## config.mk

```make
export PLATFORM = sky130hd
export DESIGN_NAME = robot_command_sequencer
export DESIGN_NICKNAME = d
export VERILOG_FILES = /design/src/rtl/rcs_pkg.sv /design/src/rtl/rcs_decode.sv /design/src/rtl/rcs_state.sv /design/src/rtl/robot_command_sequencer.sv
export SDC_FILE = /design/constraint.sdc
export NUM_CORES = 1
export LEC_CHECK = 0
export BUFFER_PORTS_ARGS = -buffer_cell sky130_fd_sc_hd__buf_4
export CORE_UTILIZATION = 44
export CTS_CLUSTER_DIAMETER = 120
export DETAILED_ROUTE_END_ITERATION = 8
export PLACE_DENSITY = 0.68
export SLEW_MARGIN = 40
export SYNTH_ARGS = -nofsm -noshare
export SYNTH_HDL_FRONTEND = slang
export SYNTH_SLANG_ARGS = --single-unit
```

## constraint.sdc

```tcl
create_clock -name clk -period 6.8 [get_ports clk]
set_input_delay 0.34 -clock clk [delete_from_list [all_inputs] [get_ports clk]]
set_output_delay 0.34 -clock clk [all_outputs]
set_load 0.02 [all_outputs]
```

## src/rtl/rcs_pkg.sv

```systemverilog
// Package for the robot command sequencer.
// Holds opcodes, command codes, delay constants and the sequencer flag type.
// Depends on nothing; every other file of the block uses it.
`timescale 1ns / 1ps

package rcs_pkg;

    localparam int ADDR_BITS_DEFAULT = 16;

    localparam int CFG_BITS   = 16;
    localparam int BYTE_BITS  = 8;
    localparam int CMD_BITS   = 4;
    localparam int DELAY_BITS = 13;
    localparam int OUT_ADDR_BITS = 16;

    localparam logic [BYTE_BITS-1:0] OP_START      = 8'h01;
    localparam logic [BYTE_BITS-1:0] OP_WAIT       = 8'h02;
    localparam logic [BYTE_BITS-1:0] OP_LED_ON     = 8'h44;
    localparam logic [BYTE_BITS-1:0] OP_LED_OFF    = 8'h45;
    localparam logic [BYTE_BITS-1:0] OP_TONE       = 8'h48;
    localparam logic [BYTE_BITS-1:0] OP_TONE_STOP  = 8'h09;
    localparam logic [BYTE_BITS-1:0] OP_STOP_A     = 8'h60;
    localparam logic [BYTE_BITS-1:0] OP_STOP_B     = 8'h61;
    localparam logic [BYTE_BITS-1:0] OP_FWD        = 8'h62;
    localparam logic [BYTE_BITS-1:0] OP_REV        = 8'h63;
    localparam logic [BYTE_BITS-1:0] OP_RIGHT      = 8'h64;
    localparam logic [BYTE_BITS-1:0] OP_LEFT       = 8'h65;
    localparam logic [BYTE_BITS-1:0] OP_LOOP_BEGIN = 8'hC0;
    localparam logic [BYTE_BITS-1:0] OP_LOOP_END   = 8'hC1;
    localparam logic [BYTE_BITS-1:0] OP_END        = 8'hFF;

    localparam logic [DELAY_BITS-1:0] TURN_MS    = 13'd1000;
    localparam logic [DELAY_BITS-1:0] LED_ON_MS  = 13'd100;
    localparam logic [DELAY_BITS-1:0] LED_OFF_MS = 13'd50;

    localparam logic [BYTE_BITS-1:0] FULL_DUTY = 8'hFF;

    typedef enum logic [CMD_BITS-1:0] {
        CMD_NONE      = 4'd0,
        CMD_WAIT      = 4'd1,
        CMD_LED_ON    = 4'd2,
        CMD_LED_OFF   = 4'd3,
        CMD_TONE      = 4'd4,
        CMD_TONE_STOP = 4'd5,
        CMD_STOP      = 4'd6,
        CMD_FWD       = 4'd7,
        CMD_REV       = 4'd8,
        CMD_RIGHT     = 4'd9,
        CMD_LEFT      = 4'd10,
        CMD_END       = 4'd11
    } cmd_t;

    typedef struct packed {
        logic loop_active;
        logic started;
        logic halted;
    } flags_t;

endpackage

```

## src/rtl/rcs_decode.sv

```systemverilog
// Combinational decoder of one opcode/operand pair for the command sequencer.
// Produces the actuator command and the updated sequencer state.
// Depends on rcs_pkg.
`timescale 1ns / 1ps

module rcs_decode #(
    parameter int ADDR_BITS = rcs_pkg::ADDR_BITS_DEFAULT
) (
    input  logic [rcs_pkg::BYTE_BITS-1:0]  opcode_byte,
    input  logic [rcs_pkg::BYTE_BITS-1:0]  operand_byte,
    input  logic [ADDR_BITS-1:0]           fetch_address,
    input  logic [ADDR_BITS-1:0]           loop_return_address,
    input  logic [rcs_pkg::BYTE_BITS-1:0]  loop_count,
    input  rcs_pkg::flags_t                flags,
    output rcs_pkg::cmd_t                  command,
    output logic [rcs_pkg::BYTE_BITS-1:0]  command_arg,
    output logic [rcs_pkg::DELAY_BITS-1:0] delay_ms,
    output logic [ADDR_BITS-1:0]           next_fetch_address,
    output logic [ADDR_BITS-1:0]           fetch_address_next,
    output logic [ADDR_BITS-1:0]           loop_return_address_next,
    output logic [rcs_pkg::BYTE_BITS-1:0]  loop_count_next,
    output rcs_pkg::flags_t                flags_next
);

    logic [rcs_pkg::BYTE_BITS-1:0]  count_work;
    logic [rcs_pkg::DELAY_BITS-1:0] arg_wide;

    assign arg_wide = rcs_pkg::DELAY_BITS'(operand_byte);

    always_comb
    begin
        command                  = rcs_pkg::CMD_NONE;
        command_arg              = '0;
        delay_ms                 = '0;
        next_fetch_address       = fetch_address;
        fetch_address_next       = fetch_address;
        loop_return_address_next = loop_return_address;
        count_work               = loop_count;
        flags_next               = flags;
        if (!flags.halted)
        begin
            if (!flags.started)
            begin
                if (opcode_byte == rcs_pkg::OP_START)
                begin
                    flags_next.started = 1'b1;
                end
            end
            else
            begin
                if (opcode_byte == rcs_pkg::OP_LOOP_BEGIN && !flags.loop_active)
                begin
                    count_work             = operand_byte;
                    flags_next.loop_active = 1'b1;
                end
                unique case (opcode_byte) inside
                    rcs_pkg::OP_WAIT:
                    begin
                        command  = rcs_pkg::CMD_WAIT;
                        delay_ms = (arg_wide << 4) + (arg_wide << 3) + arg_wide;
                    end
                    rcs_pkg::OP_LED_ON:
                    begin
                        command  = rcs_pkg::CMD_LED_ON;
                        delay_ms = rcs_pkg::LED_ON_MS;
                    end
                    rcs_pkg::OP_LED_OFF:
                    begin
                        command  = rcs_pkg::CMD_LED_OFF;
                        delay_ms = rcs_pkg::LED_OFF_MS;
                    end
                    rcs_pkg::OP_TONE:
                    begin
                        command     = rcs_pkg::CMD_TONE;
                        command_arg = operand_byte;
                    end
                    rcs_pkg::OP_TONE_STOP:
                    begin
                        command = rcs_pkg::CMD_TONE_STOP;
                    end
                    rcs_pkg::OP_STOP_A, rcs_pkg::OP_STOP_B:
                    begin
                        command = rcs_pkg::CMD_STOP;
                    end
                    rcs_pkg::OP_FWD:
                    begin
                        command     = rcs_pkg::CMD_FWD;
                        command_arg = operand_byte;
                    end
                    rcs_pkg::OP_REV:
                    begin
                        command     = rcs_pkg::CMD_REV;
                        command_arg = operand_byte;
                    end
                    rcs_pkg::OP_RIGHT:
                    begin
                        command     = rcs_pkg::CMD_RIGHT;
                        command_arg = rcs_pkg::FULL_DUTY;
                        delay_ms    = rcs_pkg::TURN_MS;
                    end
                    rcs_pkg::OP_LEFT:
                    begin
                        command     = rcs_pkg::CMD_LEFT;
                        command_arg = rcs_pkg::FULL_DUTY;
                        delay_ms    = rcs_pkg::TURN_MS;
                    end
                    rcs_pkg::OP_LOOP_BEGIN:
                    begin
                        loop_return_address_next = fetch_address;
                    end
                    rcs_pkg::OP_LOOP_END:
                    begin
                        if (count_work != '0)
                        begin
                            next_fetch_address = loop_return_address;
                            count_work         = count_work - rcs_pkg::BYTE_BITS'(1);
                        end
                        if (count_work == '0)
                        begin
                            flags_next.loop_active = 1'b0;
                        end
                    end
                    rcs_pkg::OP_END:
                    begin
                        command           = rcs_pkg::CMD_END;
                        flags_next.halted = 1'b1;
                    end
                    default:
                    begin
                        command = rcs_pkg::CMD_NONE;
                    end
                endcase
            end
            if (!flags_next.halted)
            begin
                fetch_address_next = next_fetch_address + ADDR_BITS'(2);
            end
        end
    end

    assign loop_count_next = count_work;

endmodule

```

## src/rtl/rcs_state.sv

```systemverilog
// Sequencer state registers: fetch and loop addresses, loop count and flags.
// A start address write restarts the sequencer from the new address.
// Depends on rcs_pkg.
`timescale 1ns / 1ps

module rcs_state #(
    parameter int ADDR_BITS = rcs_pkg::ADDR_BITS_DEFAULT
) (
    input  logic                          clk,
    input  logic                          rst_n,
    input  logic                          cfg_we,
    input  logic [rcs_pkg::CFG_BITS-1:0]  cfg_wdata,
    input  logic                          update,
    input  logic [ADDR_BITS-1:0]          fetch_address_next,
    input  logic [ADDR_BITS-1:0]          loop_return_address_next,
    input  logic [rcs_pkg::BYTE_BITS-1:0] loop_count_next,
    input  rcs_pkg::flags_t               flags_next,
    output logic [ADDR_BITS-1:0]          fetch_address_reg,
    output logic [ADDR_BITS-1:0]          loop_return_address_reg,
    output logic [rcs_pkg::BYTE_BITS-1:0] loop_count_reg,
    output rcs_pkg::flags_t               flags_reg
);

    always_ff @(posedge clk or negedge rst_n)
    begin
        if (!rst_n)
        begin
            fetch_address_reg       <= ADDR_BITS'(2);
            loop_return_address_reg <= '0;
            loop_count_reg          <= '0;
            flags_reg               <= '0;
        end
        else if (cfg_we)
        begin
            fetch_address_reg       <= ADDR_BITS'(cfg_wdata) + ADDR_BITS'(2);
            loop_return_address_reg <= '0;
            loop_count_reg          <= '0;
            flags_reg               <= '0;
        end
        else if (update)
        begin
            fetch_address_reg       <= fetch_address_next;
            loop_return_address_reg <= loop_return_address_next;
            loop_count_reg          <= loop_count_next;
            flags_reg               <= flags_next;
        end
    end

endmodule

```

## src/rtl/robot_command_sequencer.sv

```systemverilog
// Top level of the robot command sequencer: input word register, decoder,
// state registers and result word register. Depends on rcs_pkg, rcs_decode
// and rcs_state.
//
//   Channel   Direction  Handshake             Payload
//   in        input      in_valid / in_ready   opcode_byte, operand_byte
//   out       output     out_valid / out_ready command, command_arg, delay_ms,
//                                              next_fetch_address, program_done
//   cfg       input      cfg_we                cfg_wdata (start address)
//
// Each word is held in the input register and is decoded into the result
// register once the output register is free or being read, and one word is
// taken every cycle while the output side keeps up. The decode of a word and
// the update of the sequencer state happen on the same edge.
// Reset and a start address write both clear the loop state and flags; reset
// sets the fetch address to 2, a write to the start address plus 2. A stalled
// output holds its word while one more input word waits.
`timescale 1ns / 1ps

module robot_command_sequencer #(
    parameter int ADDR_BITS = rcs_pkg::ADDR_BITS_DEFAULT
) (
    input  logic                           clk,
    input  logic                           rst_n,
    input  logic                           cfg_we,
    input  logic [rcs_pkg::CFG_BITS-1:0]   cfg_wdata,
    input  logic                           in_valid,
    output logic                           in_ready,
    input  logic [rcs_pkg::BYTE_BITS-1:0]  opcode_byte,
    input  logic [rcs_pkg::BYTE_BITS-1:0]  operand_byte,
    output logic                           out_valid,
    input  logic                           out_ready,
    output logic [rcs_pkg::CMD_BITS-1:0]   command,
    output logic [rcs_pkg::BYTE_BITS-1:0]  command_arg,
    output logic [rcs_pkg::DELAY_BITS-1:0] delay_ms,
    output logic [rcs_pkg::OUT_ADDR_BITS-1:0] next_fetch_address,
    output logic                           program_done
);

    logic                           in_valid_reg;
    logic [rcs_pkg::BYTE_BITS-1:0]  opcode_reg;
    logic [rcs_pkg::BYTE_BITS-1:0]  operand_reg;
    logic                           out_valid_reg;
    logic [rcs_pkg::CMD_BITS-1:0]   command_reg;
    logic [rcs_pkg::BYTE_BITS-1:0]  command_arg_reg;
    logic [rcs_pkg::DELAY_BITS-1:0] delay_ms_reg;
    logic [rcs_pkg::OUT_ADDR_BITS-1:0] next_fetch_address_reg;
    logic                           program_done_reg;

    logic                           advance;
    logic                           in_take;

    logic [ADDR_BITS-1:0]           fetch_address_reg;
    logic [ADDR_BITS-1:0]           loop_return_address_reg;
    logic [rcs_pkg::BYTE_BITS-1:0]  loop_count_reg;
    rcs_pkg::flags_t                flags_reg;

    rcs_pkg::cmd_t                  dec_command;
    logic [rcs_pkg::BYTE_BITS-1:0]  dec_command_arg;
    logic [rcs_pkg::DELAY_BITS-1:0] dec_delay_ms;
    logic [ADDR_BITS-1:0]           dec_next_fetch_address;
    logic [ADDR_BITS-1:0]           fetch_address_next;
    logic [ADDR_BITS-1:0]           loop_return_address_next;
    logic [rcs_pkg::BYTE_BITS-1:0]  loop_count_next;
    rcs_pkg::flags_t                flags_next;

    assign advance  = in_valid_reg && (!out_valid_reg || out_ready);
    assign in_ready = !in_valid_reg || advance;
    assign in_take  = in_valid && in_ready;

    always_ff @(posedge clk or negedge rst_n)
    begin
        if (!rst_n)
        begin
            in_valid_reg  <= 1'b0;
            out_valid_reg <= 1'b0;
        end
        else
        begin
            if (in_ready)
            begin
                in_valid_reg <= in_valid;
            end
            if (advance)
            begin
                out_valid_reg <= 1'b1;
            end
            else if (out_ready)
            begin
                out_valid_reg <= 1'b0;
            end
        end
    end

    always_ff @(posedge clk)
    begin
        if (in_take)
        begin
            opcode_reg  <= opcode_byte;
            operand_reg <= operand_byte;
        end
        if (advance)
        begin
            command_reg            <= dec_command;
            command_arg_reg        <= dec_command_arg;
            delay_ms_reg           <= dec_delay_ms;
            next_fetch_address_reg <= rcs_pkg::OUT_ADDR_BITS'(dec_next_fetch_address);
            program_done_reg       <= flags_next.halted;
        end
    end

    rcs_decode #(
        .ADDR_BITS (ADDR_BITS)
    ) u_decode (
        .opcode_byte              (opcode_reg),
        .operand_byte             (operand_reg),
        .fetch_address            (fetch_address_reg),
        .loop_return_address      (loop_return_address_reg),
        .loop_count               (loop_count_reg),
        .flags                    (flags_reg),
        .command                  (dec_command),
        .command_arg              (dec_command_arg),
        .delay_ms                 (dec_delay_ms),
        .next_fetch_address       (dec_next_fetch_address),
        .fetch_address_next       (fetch_address_next),
        .loop_return_address_next (loop_return_address_next),
        .loop_count_next          (loop_count_next),
        .flags_next               (flags_next)
    );

    rcs_state #(
        .ADDR_BITS (ADDR_BITS)
    ) u_state (
        .clk                      (clk),
        .rst_n                    (rst_n),
        .cfg_we                   (cfg_we),
        .cfg_wdata                (cfg_wdata),
        .update                   (advance),
        .fetch_address_next       (fetch_address_next),
        .loop_return_address_next (loop_return_address_next),
        .loop_count_next          (loop_count_next),
        .flags_next               (flags_next),
        .fetch_address_reg        (fetch_address_reg),
        .loop_return_address_reg  (loop_return_address_reg),
        .loop_count_reg           (loop_count_reg),
        .flags_reg                (flags_reg)
    );

    assign out_valid          = out_valid_reg;
    assign command            = command_reg;
    assign command_arg        = command_arg_reg;
    assign delay_ms           = delay_ms_reg;
    assign next_fetch_address = next_fetch_address_reg;
    assign program_done       = program_done_reg;

endmodule
```

# Yosys cells after proc, flatten, opt, wreduce, memory -nomap -nowiden
# Index checks and enable logic that the tools add are counted.
[word_totals] register_bits=103 wordCells=103
[op_classes] add_sub_neg=5 n_eq_ne=17 mux=43 bitwise_logic=1 n_reduce_logical=22
[op_table] op="$mux 16" n=14
[op_table] op="$mux 8" n=12
[op_table] op="$eq 8x7->1 const B" n=9
[op_table] op="$pmux 13 s4" n=1
[op_table] op="$pmux 4 s11" n=1
[op_table] op="$add 16x2->16 const B" n=2
[op_table] op="$eq 8x8->1 const B" n=3
[op_table] op="$pmux 8 s2" n=1
[op_table] op="$add 12x11->13" n=1
[op_table] op="$add 13x8->13" n=1
[op_table] op="$mux 1" n=11
[op_table] op="$mux 3" n=3
[op_table] op="$eq 8x1->1 const B" n=1
[op_table] op="$eq 8x2->1 const B" n=1
[op_table] op="$eq 8x4->1 const B" n=1
[op_table] op="$logic_not 8->1" n=1
[op_table] op="$reduce_bool 2->1" n=4
[op_table] op="$reduce_bool 8->1" n=1
[op_table] op="$sub 8x1->8 const B" n=1
[op_table] op="$reduce_and 3->1" n=2
[op_table] op="$reduce_or 2->1" n=3
[op_table] op="$ne 2x2->1 const B" n=2
[op_table] op="$reduce_and 4->1" n=1
[op_table] op="$logic_and 1x1->1" n=3
[op_table] op="other kinds (5)" n=8

# Logic depth before layout (Yosys ltp)
# Gate-level depths: netlist (run 1).
[logic_depth] depth_word=17 depth_mapped=15

# Hierarchy
# Synthesis (run 1) repeated with hierarchy kept, for this count alone.
[unflattened] cells_unflattened=677 area_unflattened_um2=6717.7
[by_module_without_submodules] mod="rcs_decode" instances=1 cells_per_inst=417 area_each_um2=2787.7 seq_area_each_um2=0.0
[by_module_without_submodules] mod="rcs_state" instances=1 cells_per_inst=194 area_each_um2=2084.5 seq_area_each_um2=1077.3
[by_module_without_submodules] mod="robot_command_sequencer" instances=1 cells_per_inst=66 area_each_um2=1845.5 seq_area_each_um2=1791.7

# Worst setup path after synthesis (run 1)
# Ideal clock, no wire load.
[synth_timing] path_kind="reg-to-reg" from="reg opcode_reg[1] in the netlist's numbering" to="reg u_state.fetch_address_reg[12]" setup_ns=0.082 arrival_ns=4.008 t_required_ns=6.718 setup_slack_ns=2.711 path_stages_with_launch=14 period_less_slack_ns=4.089 cell_sequence="edfxtp_1 > or4_4 > or3_1 > buf_2 > mux2i_1 > ha_1 > and3_1 > buf_2 > a21oi_2 > o211ai_1 > o2111ai_4 > or4_4 > or3_1 > a31oi_1"
[synth_between] elab_chain_cells=15 elab_cells_between_ends=22 classes_between="add/sub (1); eq/ne (4); mux (14); reduce/logical (3)"
[synth_rtl] element="from (decl)" line="robot_command_sequencer.sv:41" text="logic [rcs_pkg::BYTE_BITS-1:0] opcode_reg;"
[synth_rtl] element="from (signal assigned)" line="robot_command_sequencer.sv:99" text="opcode_reg <= opcode_byte;"
[synth_rtl] element="$eq 8x8->1" line="rcs_decode.sv:51" text="if (opcode_byte == rcs_pkg::OP_LOOP_BEGIN && !flags.loop_active)"
[synth_rtl] element="$logic_and 1x1->1" line="rcs_decode.sv:51"
[synth_rtl] element="$mux 8" line="rcs_decode.sv:51"
[synth_rtl] element="$mux 8" line="rcs_decode.sv:42" text="if (!flags.started)"
[synth_rtl] element="$mux 8" line="rcs_decode.sv:40" text="if (!flags.halted)"
[synth_rtl] element="$reduce_bool 8->1" line="rcs_decode.sv:113" text="if (count_work != '0)"
[synth_rtl] element="$mux 16" line="rcs_decode.sv:113"
[synth_rtl] element="$mux 16" line="rcs_decode.sv:56" text="unique case (opcode_byte) inside"
[synth_rtl] element="$mux 16" line="rcs_decode.sv:42"
[synth_rtl] element="$mux 16" line="rcs_decode.sv:40"
[synth_rtl] element="$add 16x2->16" line="rcs_decode.sv:136" text="fetch_address_next = next_fetch_address + ADDR_BITS'(2);"
[synth_rtl] element="$mux 16" line="rcs_decode.sv:134" text="if (!flags_next.halted)"
[synth_rtl] element="$mux 16" line="rcs_decode.sv:40"
[synth_rtl] element="$mux 16" line="rcs_state.sv:40" text="else if (update)"
[synth_rtl] element="$mux 16" line="rcs_state.sv:33" text="else if (cfg_we)"
[synth_rtl] element="to (signal assigned)" line="rcs_state.sv:35" text="fetch_address_reg <= ADDR_BITS'(cfg_wdata) + ADDR_BITS'(2);"
[synth_rtl] element="to (signal assigned)" line="rcs_state.sv:42" text="fetch_address_reg <= fetch_address_next;"
[synth_rtl] element="to (decl)" line="rcs_state.sv:18" text="output logic [ADDR_BITS-1:0] fetch_address_reg,"
# Parallel ways exist; a longest one is shown, timed or not. The select of a mux whose other input is x is not followed.
# A chain may end at the register's enable or synchronous reset.

# Worst setup path after layout (run 1)
[layout_timing] from="reg opcode_reg[0] in the netlist's numbering" to="reg u_state.fetch_address_reg[12]"
# Same word-level chain as after synthesis.

==> flow_metrics.py, run 1 <==
metrics = {
    "timing": {
        "min_period_ns": 4.90,
        "fin_setup_tns_ns": 0,
        "slew_headroom_pct": 42.3,
        "finalHoldViolations": 11,
        "worst_slew_pin_slew_ns": 0.862,
        "slew_violations": 0,
        "fin_hold_ws_ns": -0.00399,
        "rsz0062_at_grt": "no",
        "fin_worst_skew_ns": 0.00987,
        "period_share_pct": 72.0,
        "setup_viol": 0,
        "max_freq_ghz": 0.204,
    },
    "pwr": {
        "p_leak_nw": 2.77,
        "sw_frac_of_total_pct": 28.1,
        "p_int_w": 0.00119,
        "switchingPower_w": 0.000467,
        "finalPower_w": 0.00166,
        "ir_worst_vdd_mv": 0.133,
        "p_seq_share_pct": 46.8,
        "power_density_mw_per_mm2": 240,
        "clock_power_share_pct": 34.1,
        "p_comb_share_pct": 19.1,
    },
    "flow_run": {
        "cap_violations": 0,
    },
    "floorplan": {
        "initial_core_util_pct": 45.6,
        "ios": 81,
        "fp.dieW_um": 117,
        "fp.coreArea_mm2": 0.0128,
        "dieArea_mm2": 0.0137,
        "fp-row-count": 41,
        "die_h_um": 117,
    },
    "synth": {
        "yosysWarnings": 0,
        "yosys_register_bits": 103,
        "synthFlopType": "edfxtp_1",
        "synth_top_area_share_pct": 29.9,
        "syn_area_mm2": 0.00583,
        "ys_async_sr_fraction_pct": 43.7,
        "yosysUniqueCellTypes": 63,
        "synth_commonest_cells": "nand2_1, edfxtp_1, nor2_1",
        "avgSynthCellArea_um2": 9.92,
        "synth.area.top_cells": "edfxtp_1, dfrtp_1, nand2_1",
        "yosysSeqAreaShare_pct": 49.2,
        "synthesis.instances": 587,
        "synth_most_common_cell": "nand2_1",
        "synth_edf_count": 58,
        "yosysTopAreaCell": "edfxtp_1",
        "syn_nets": 643,
    },
    "critical_path": {
        "cp.required_ns": 7.08,
        "reg2reg_depth": 11,
        "critPathCaptureType": "flip-flop",
        "path_cells": "or4_4 -> or3_1 -> mux2i_1 -> ha_1 -> and3_1 -> a21oi_2 -> o211ai_1 -> o2111ai_4 -> or4_4 -> or3_1 -> a31oi_1",
        "critPathMaxStageDelay_ns": 0.65,
        "cp-start-kind": "flip-flop",
        "crit_slowest_cell": "or3_1",
        "cp_max_fo": 19,
        "worstPathArrival_ns": 5.17,
        "worst-setup-path-type": "flip-flop to flip-flop",
    },
    "clocking": {
        "clkSinkCount": 103,
        "post_cts_buffers": 0,
        "h-tree-depth": 3,
        "cts-resized-gates": 0,
        "cts-root-buf": "clkbuf_16",
        "hold_buffers": 0,
        "cts_tree": "yes",
        "clkLatencyLatePin_ns": 0.36,
        "clk_pin_slew_ns": 0.07,
        "cts_max_path_buffers": 2,
        "cts_buffers": 9,
    },
    "routing": {
        "ant_nets": 0,
        "drc": 0,
        "routed_wl_mm": 14.8,
        "drt_iter0_drc": 386,
        "viasPerCell": 5.69,
        "wire_per_inst_um": 17.7,
        "firstDrtPassIters": 5,
        "vias": 4745,
    },
    "outcome": {
        "run_status": "finished, violations left",
        "failed_checks": "hold timing",
    },
    "global_route": {
        "overflow": 0,
        "grt_usage_pct": 22.8,
        "grt_pass1_wl_mm": 23.3,
        "grt_antenna_before_repair": 0,
        "grt_max_degree": 55,
        "grt_pass1_vias": 4469,
    },
    "placement": {
        "gp_congestion": 0.874,
        "port_buffers": 80,
        "dp_hpwl_mm": 10.0,
        "dpl_cell_area_mm2": 0.00659,
    },
    "layout": {
        "seq_area_mm2": 0.00287,
        "nFillCells": 1139,
        "nets": 713,
        "multi_input_area_mm2": 0.00281,
        "drive_gt1_share_pct": 19.5,
        "syn2layout_area_growth_pct": 18.5,
        "final_cell_area_mm2": 0.00691,
        "finish.utilization_pct": 54.1,
        "diodes": 0,
    },
    "worst_hold_path": {
        "hold_class": "primary input to asynchronous set/reset pin",
    },
}
## per-layer routing
layer  global-route usage, %  vias to the layer above  part of all wire (%)
met2                    35.5                      182                    45
met3                    4.43                       21                   6.4
met5                       0                        -                     0
met4                    8.02                        0                   1.3
li1                        -                     2283                     -
met1                    31.7                     2259                    47
## final cells by class
type	instances	area share, %
Timing Repair Buffer	86	9.35
Inverter	12	0.652
Tap cell	172	3.12
Clock buffer	10	3.32
Multi-Input combinational cell	445	40.7
Sequential cell	103	41.5
Clock inverter	6	1.32
## critical path: cells and delay by family, from the launching register on
kind / cells / cell delay, ns
AO/OA/AOI/OAI: 4 / 0.97
adder cells (fa/ha/maj): 1 / 0.27
multiplexers: 1 / 0.44
AND/OR/NAND/NOR: 5 / 2.56
flip-flops: 1 / 0.56
## path summary, 6_finish.rpt
kind	startpoint	endpoint	slack [ns]
hold / removal	rst_n	u_state.loop_return_address_reg[2]	-0.004
min in group clk	operand_byte[6]	operand_reg[6]	0.16
setup reg to reg	opcode_reg[0]	u_state.fetch_address_reg[12]	1.90
setup / recovery	opcode_reg[0]	u_state.fetch_address_reg[12]	1.90
max in group asynchronous	rst_n	u_state.flags_reg[1]	6.40
hold reg to reg	u_state.fetch_address_reg[7]	u_state.fetch_address_reg[7]	0.51
## power by group through the flow
stage	logic (W)	clock network [W]	registers [W]
after global routing	0.000354	0.000597	0.000785
after global placement	0.000313	0	0.000785
after detailed placement	0.000315	0	0.000789
after floorplan	0.000188	0	0.000802
after CTS	0.000318	0.000580	0.000776
final	0.000318	0.000566	0.000776
## stage by stage
| step | cells | worst slack [ns] | hold slack [ns] |
|---|---|---|---|
| 2_1_floorplan | 587 | 2.71 | 0.0444 |
| 3_5_place_dp | 818 | 1.97 | 0.391 |
| 6_report | 834 | 1.90 | -0.00399 |
| 3_3_place_gp | 818 | 2.09 | 0.395 |
| 5_1_grt | 834 | 1.66 | 0.0375 |
| 4_1_cts | 834 | 1.95 | 0.0100 |
## kinds of logic after synthesis
family	synth area share, %
AND/OR/NAND/NOR	20.1
AO/OA/AOI/OAI	14.6
flip-flops	49.2
buffers and inverters	2.64
multiplexers	5.65
XOR/XNOR	3.01
adder cells (fa/ha/maj)	4.73
## placed cells by master (no fill, tap or decap), types with 13 or more instances in the layout
| cell type | instances |
|---|---|
| nor2_1 | 45 |
| buf_4 | 86 |
| edfxtp_1 | 58 |
| ha_1 | 14 |
| nand3_1 | 28 |
| o21ai_0 | 18 |
| mux2_2 | 13 |
| a21oi_1 | 45 |
| dfrtp_1 | 44 |
| mux2i_1 | 16 |
| xnor2_1 | 14 |
| nand2_1 | 102 |
Note: power is estimated with default switching activity, not from simulation.
==> inputs of run 2 (changes only) <==
Settings changed: PLACE_DENSITY 0.68 to 0.7.
Clock period 6.8 ns to 4.07 ns, I/O delays scaled along.
==> run 2 against run 1 <==
  * The flow now finishes without violations
  * Largest power group unchanged
  * Routed wire length is 1.4% lower
  * Design area is 1.7% higher
  * Clock skew is 0.0024 ns lower
  * Count of clock-buffer cells in the layout stayed put
  * Combinational power is 73% higher
  * Critical path depth stayed put
  * Utilization is 0.91 points higher
  * Clock power is 41% higher
==> flow_metrics.py, run 2 (synthesis results as in run 1) <==
metrics = {
    "timing": {
        "slew_headroom_pct": 45.4,
        "fin_worst_skew_ns": 0.00747,
        "min_period_ns": 3.88,
        "period_share_pct": 95.4,
        "slew_violations": 0,
        "rsz0062_at_grt": "no",
        "max_freq_ghz": 0.257,
        "finalHoldViolations": 0,
        "worst_slew_pin_slew_ns": 0.816,
        "fin_setup_tns_ns": 0,
        "setup_viol": 0,
    },
    "floorplan": {
        "fp-row-count": 41,
        "die_h_um": 117,
        "dieArea_mm2": 0.0137,
        "fp.coreArea_mm2": 0.0128,
        "ios": 81,
        "fp.dieW_um": 117,
        "initial_core_util_pct": 45.6,
    },
    "layout": {
        "layout_common_cells": "nand2_1, buf_4, edfxtp_1",
        "diodes": 0,
        "finish.utilization_pct": 55.0,
        "nets": 730,
        "drive_gt1_share_pct": 22.2,
        "nFillCells": 1135,
        "syn2layout_area_growth_pct": 20.5,
    },
    "flow_run": {
        "cap_violations": 0,
    },
    "clocking": {
        "cts-root-buf": "clkbuf_16",
        "post_cts_buffers": 0,
        "cts_buffers": 9,
        "clkLatencyLatePin_ns": 0.34,
        "clk_pin_slew_ns": 0.07,
        "cts_max_path_buffers": 2,
        "h-tree-depth": 3,
        "clkSinkCount": 103,
        "cts_tree": "yes",
    },
    "routing": {
        "drc": 0,
        "vias": 4845,
        "viasPerCell": 5.69,
        "wire_per_inst_um": 17.1,
        "firstDrtPassIters": 5,
        "drt_iter0_drc": 384,
        "ant_nets": 0,
        "routed_wl_mm": 14.6,
    },
    "worst_hold_path": {
        "hold_class": "primary input to flip-flop",
    },
    "global_route": {
        "grt_pass1_wl_mm": 23.0,
        "grt_usage_pct": 22.2,
        "grt_pass1_vias": 4469,
        "grt_antenna_before_repair": 0,
        "grt_max_degree": 55,
        "overflow": 0,
    },
    "critical_path": {
        "cp_max_fo": 7,
        "path_cells": "or4_4 -> or3_4 -> mux2i_2 -> ha_2 -> and3_1 -> a21oi_4 -> o211ai_1 -> o2111ai_4 -> or4_4 -> or3_1 -> a31oi_1",
        "crit_slowest_cell": "or4_4",
        "worst-setup-path-type": "flip-flop to flip-flop",
        "path_delay_family": "simple AND/OR/NAND/NOR gates",
        "worstPathArrival_ns": 4.15,
        "critPathCaptureType": "flip-flop",
        "path_buf_inv": 0,
        "cp.required_ns": 4.34,
        "crit_top_cell": "or4_4",
        "critPathMaxStageDelay_ns": 0.59,
        "cp-start-kind": "flip-flop",
    },
    "pwr": {
        "power_density_mw_per_mm2": 375,
        "p_leak_nw": 2.83,
        "ir_worst_vdd_mv": 0.197,
        "finalPower_w": 0.00263,
    },
    "placement": {
        "port_buffers": 80,
        "dp_hpwl_mm": 10.2,
        "gp_congestion": 0.881,
    },
    "outcome": {
        "run_status": "finished clean",
    },
}
-- run 2: area by class of cell --
class | instances | area, um^2 | area share, %
Clock inverter | 6 | 37.5 | 0.535
Multi-Input combinational cell | 445 | 2850 | 40.6
Timing Repair Buffer | 103 | 776 | 11.0
Tap cell | 172 | 215 | 3.06
Sequential cell | 103 | 2870 | 40.9
Clock buffer | 10 | 229 | 3.26
Inverter | 12 | 45.0 | 0.641
-- run 2: report_power, final --
group          internal (W)  switching (W)
combinational      0.000244       0.000307
clock              0.000413       0.000383
sequential          0.00121      0.0000733
-- run 2: worst paths after layout --
| check | startpoint | cells past startpoint | to | slack (ns) |
|---|---|---|---|---|
| max | opcode_reg[1] | 11 | u_state.fetch_address_reg[12] | 0.19 |
| min | operand_byte[7] | 1 | operand_reg[7] | 0.04 |
| max reg2reg | opcode_reg[1] | 11 | u_state.fetch_address_reg[12] | 0.19 |
| min reg2reg | in_valid_reg | 1 | out_valid | 0.51 |
| max in group asynchronous | rst_n | 2 | u_state.loop_count_reg[0] | 3.23 |
| min in group asynchronous | rst_n | 2 | u_state.loop_return_address_reg[2] | 0.42 |
-- run 2: routing by layer --
metal | GRT usage [%] | part of all wire [%] | vias up
li1 | - | - | 2313
met1 | 31.8 | 48 | 2342
met2 | 34.9 | 46 | 175
met3 | 3.60 | 5.4 | 15
met4 | 6.58 | 1.2 | 0
met5 | 0 | 0 | -
-- run 2: timing repair --
action / CTS / global route
gates resized for setup: 0 / 7
setup endpoints to repair: 0 / 2
endpoints found under the hold margin: 44 / 0
hold buffers: 1 / 0
-- run 2: through the flow --
step | hold WS [ns] | std cells | instance area [um^2] | setup slack (ns)
after floorplan | -0.0921 | 587 | 5830 | 0.0208
after global placement | 0.251 | 834 | 6700 | 0.188
after detailed placement | 0.257 | 834 | 6700 | 0.0874
after CTS | 0.0249 | 851 | 6980 | 0.0614
after global routing | 0.0253 | 851 | 7020 | 0.0143
final | 0.0368 | 851 | 7020 | 0.186
==> inputs of run 3 (changes only) <==
Settings changed: PLACE_DENSITY 0.7 to 0.66.
==> run 3 against run 2 <==
  * Utilization rose by 0.20 points
  * Clock skew rose by 0.0020 ns
  * Via count fell by 0.10%
  * Worst hold slack got worse by 0.0082 ns
  * Combinational power barely moved
  * Total power rose by 3.3%
  * Sequential power barely moved
  * Clock power rose by 11%
  * Global-route usage rose by 0.20 points
  * Register-to-register slack barely moved
  * First-iteration DRC count fell by 12%
  * Die area did not move
  * Critical path type unchanged
  * Critical endpoint unchanged
==> flow_metrics.py, run 3 (synthesis results as in run 1) <==
metrics = {
    "placement": {
        "placed_cells": 833,
        "dpl_cell_area_mm2": 0.00669,
        "gp_congestion": 0.919,
        "port_buffers": 80,
        "pre_cts_slack_ns": 0.0102,
        "dp_hpwl_mm": 10.1,
    },
    "clocking": {
        "clkSinkCount": 103,
        "post_cts_buffers": 0,
        "cts_max_path_buffers": 2,
        "h-tree-depth": 3,
        "cts_buffers": 9,
        "cts_tree": "yes",
        "cts-root-buf": "clkbuf_16",
        "clk_pin_slew_ns": 0.07,
        "clkLatencyLatePin_ns": 0.35,
    },
    "timing": {
        "period_share_pct": 95.5,
        "finalHoldViolations": 0,
        "fin_setup_tns_ns": 0,
        "final.setup.worst_slack_ns": 0.184,
        "slew_headroom_pct": 52.1,
        "min_period_ns": 3.89,
        "rsz0062_at_grt": "no",
        "max_freq_ghz": 0.257,
        "worst_slew_pin_slew_ns": 0.699,
        "setup_viol": 0,
        "slew_violations": 0,
        "fin_worst_skew_ns": 0.00945,
    },
    "floorplan": {
        "fp.dieW_um": 117,
        "ios": 81,
        "dieArea_mm2": 0.0137,
        "fp-row-count": 41,
        "initial_core_util_pct": 45.6,
        "fp.coreArea_mm2": 0.0128,
        "die_h_um": 117,
    },
    "global_route": {
        "grt_pass1_wl_mm": 23.1,
        "grt_max_degree": 55,
        "overflow": 0,
        "grt_pass1_vias": 4573,
        "grt_antenna_before_repair": 0,
        "grt_usage_pct": 22.5,
    },
    "outcome": {
        "run_status": "finished clean",
    },
    "worst_hold_path": {
        "hold_class": "primary input to flip-flop",
    },
    "critical_path": {
        "worst-setup-path-type": "flip-flop to flip-flop",
        "worstPathArrival_ns": 4.16,
        "cp.required_ns": 4.34,
        "cp_max_fo": 7,
        "r2r_slack_ns": 0.18,
        "cp-start-kind": "flip-flop",
        "critPathCaptureType": "flip-flop",
    },
    "routing": {
        "firstDrtPassIters": 5,
        "vias": 4840,
        "wire_per_inst_um": 17.0,
        "ant_nets": 0,
        "routed_wl_mm": 14.4,
        "drt_iter0_drc": 338,
        "drc": 0,
        "viasPerCell": 5.69,
    },
    "layout": {
        "diodes": 0,
        "fin_cells": 850,
        "nFillCells": 1134,
        "nets": 729,
        "final_cell_area_mm2": 0.00705,
        "layout_common_cells": "nand2_1, buf_4, edfxtp_1",
        "finish.utilization_pct": 55.2,
        "mostFrequentLayoutCell": "nand2_1",
        "syn2layout_area_growth_pct": 21.0,
        "drive_gt1_share_pct": 22.1,
    },
    "flow_run": {
        "cap_violations": 0,
    },
    "pwr": {
        "ir_worst_vdd_mv": 0.207,
        "power_density_mw_per_mm2": 386,
        "p_leak_nw": 2.84,
    },
}
-- run 3: what timing repair did --
item / in CTS / in global routing
hold buffers: 1 / 0
gates resized for setup: 0 / 6
endpoints found under the hold margin: 44 / 0
setup endpoints to repair: 0 / 2
-- run 3: layout make-up --
type                       instances  area (um^2)  share of cell area [%]
clock buffer                      11          254                    3.60
timing repair buffer             102          768                    10.9
sequential                       103         2870                    40.7
clock inverter                     5         53.8                   0.763
inverter                          12         45.0                   0.639
tap                              172          215                    3.05
multi-input combinational        445         2840                    40.3
-- run 3: worst max-delay path, stage by stage, from the launching register on --
cell and delay (ns):
edfxtp_1 0.39, or4_4 0.55, or3_4 0.39, mux2i_2 0.25
ha_2 0.26, and3_1 0.23, a21oi_4 0.13, o211ai_1 0.31
o2111ai_4 0.21, or4_4 0.55, or3_1 0.38, a31oi_1 0.16
-- run 3: path summary, 6_finish.rpt --
check                                     start                                  to  depth (start not counted)
worst max register to register    opcode_reg[1]       u_state.fetch_address_reg[12]                         11
worst max-delay path              opcode_reg[1]       u_state.fetch_address_reg[12]                         11
max in group asynchronous                 rst_n           u_state.loop_count_reg[2]                          2
min in group asynchronous                 rst_n  u_state.loop_return_address_reg[4]                          2
worst min-delay path            operand_byte[4]                      operand_reg[4]                          1
worst min register to register     in_valid_reg                           out_valid                          1
-- run 3: metal layers --
| layer | up-vias | wire length, um | global-route usage (%) |
|---|---|---|---|
| met2 | 182 | 6620 | 34.8 |
| met5 | - | 0 | 0 |
| met1 | 2308 | 6620 | 31.8 |
| met3 | 29 | 828 | 2.83 |
| li1 | 2321 | - | - |
| met4 | 0 | 359 | 9.54 |
-- run 3: stage by stage --
step | power, W | hold slack [ns]
after CTS | 0.00274 | 0.0219
final | 0.00272 | 0.0286
after global placement | 0.00184 | 0.249
after detailed placement | 0.00185 | 0.256
after floorplan | 0.00165 | -0.0921
after global routing | 0.00284 | 0.0231
-- run 3: where the power goes --
part | leakage, nW | switching [W] | internal, W | total [W]
registers | 1.15 | 0.0000730 | 0.00121 | 0.00129
logic | 1.54 | 0.000306 | 0.000244 | 0.000550
clock network | 0.151 | 0.000373 | 0.000512 | 0.000885
total | 2.84 | 0.000752 | 0.00197 | 0.00272
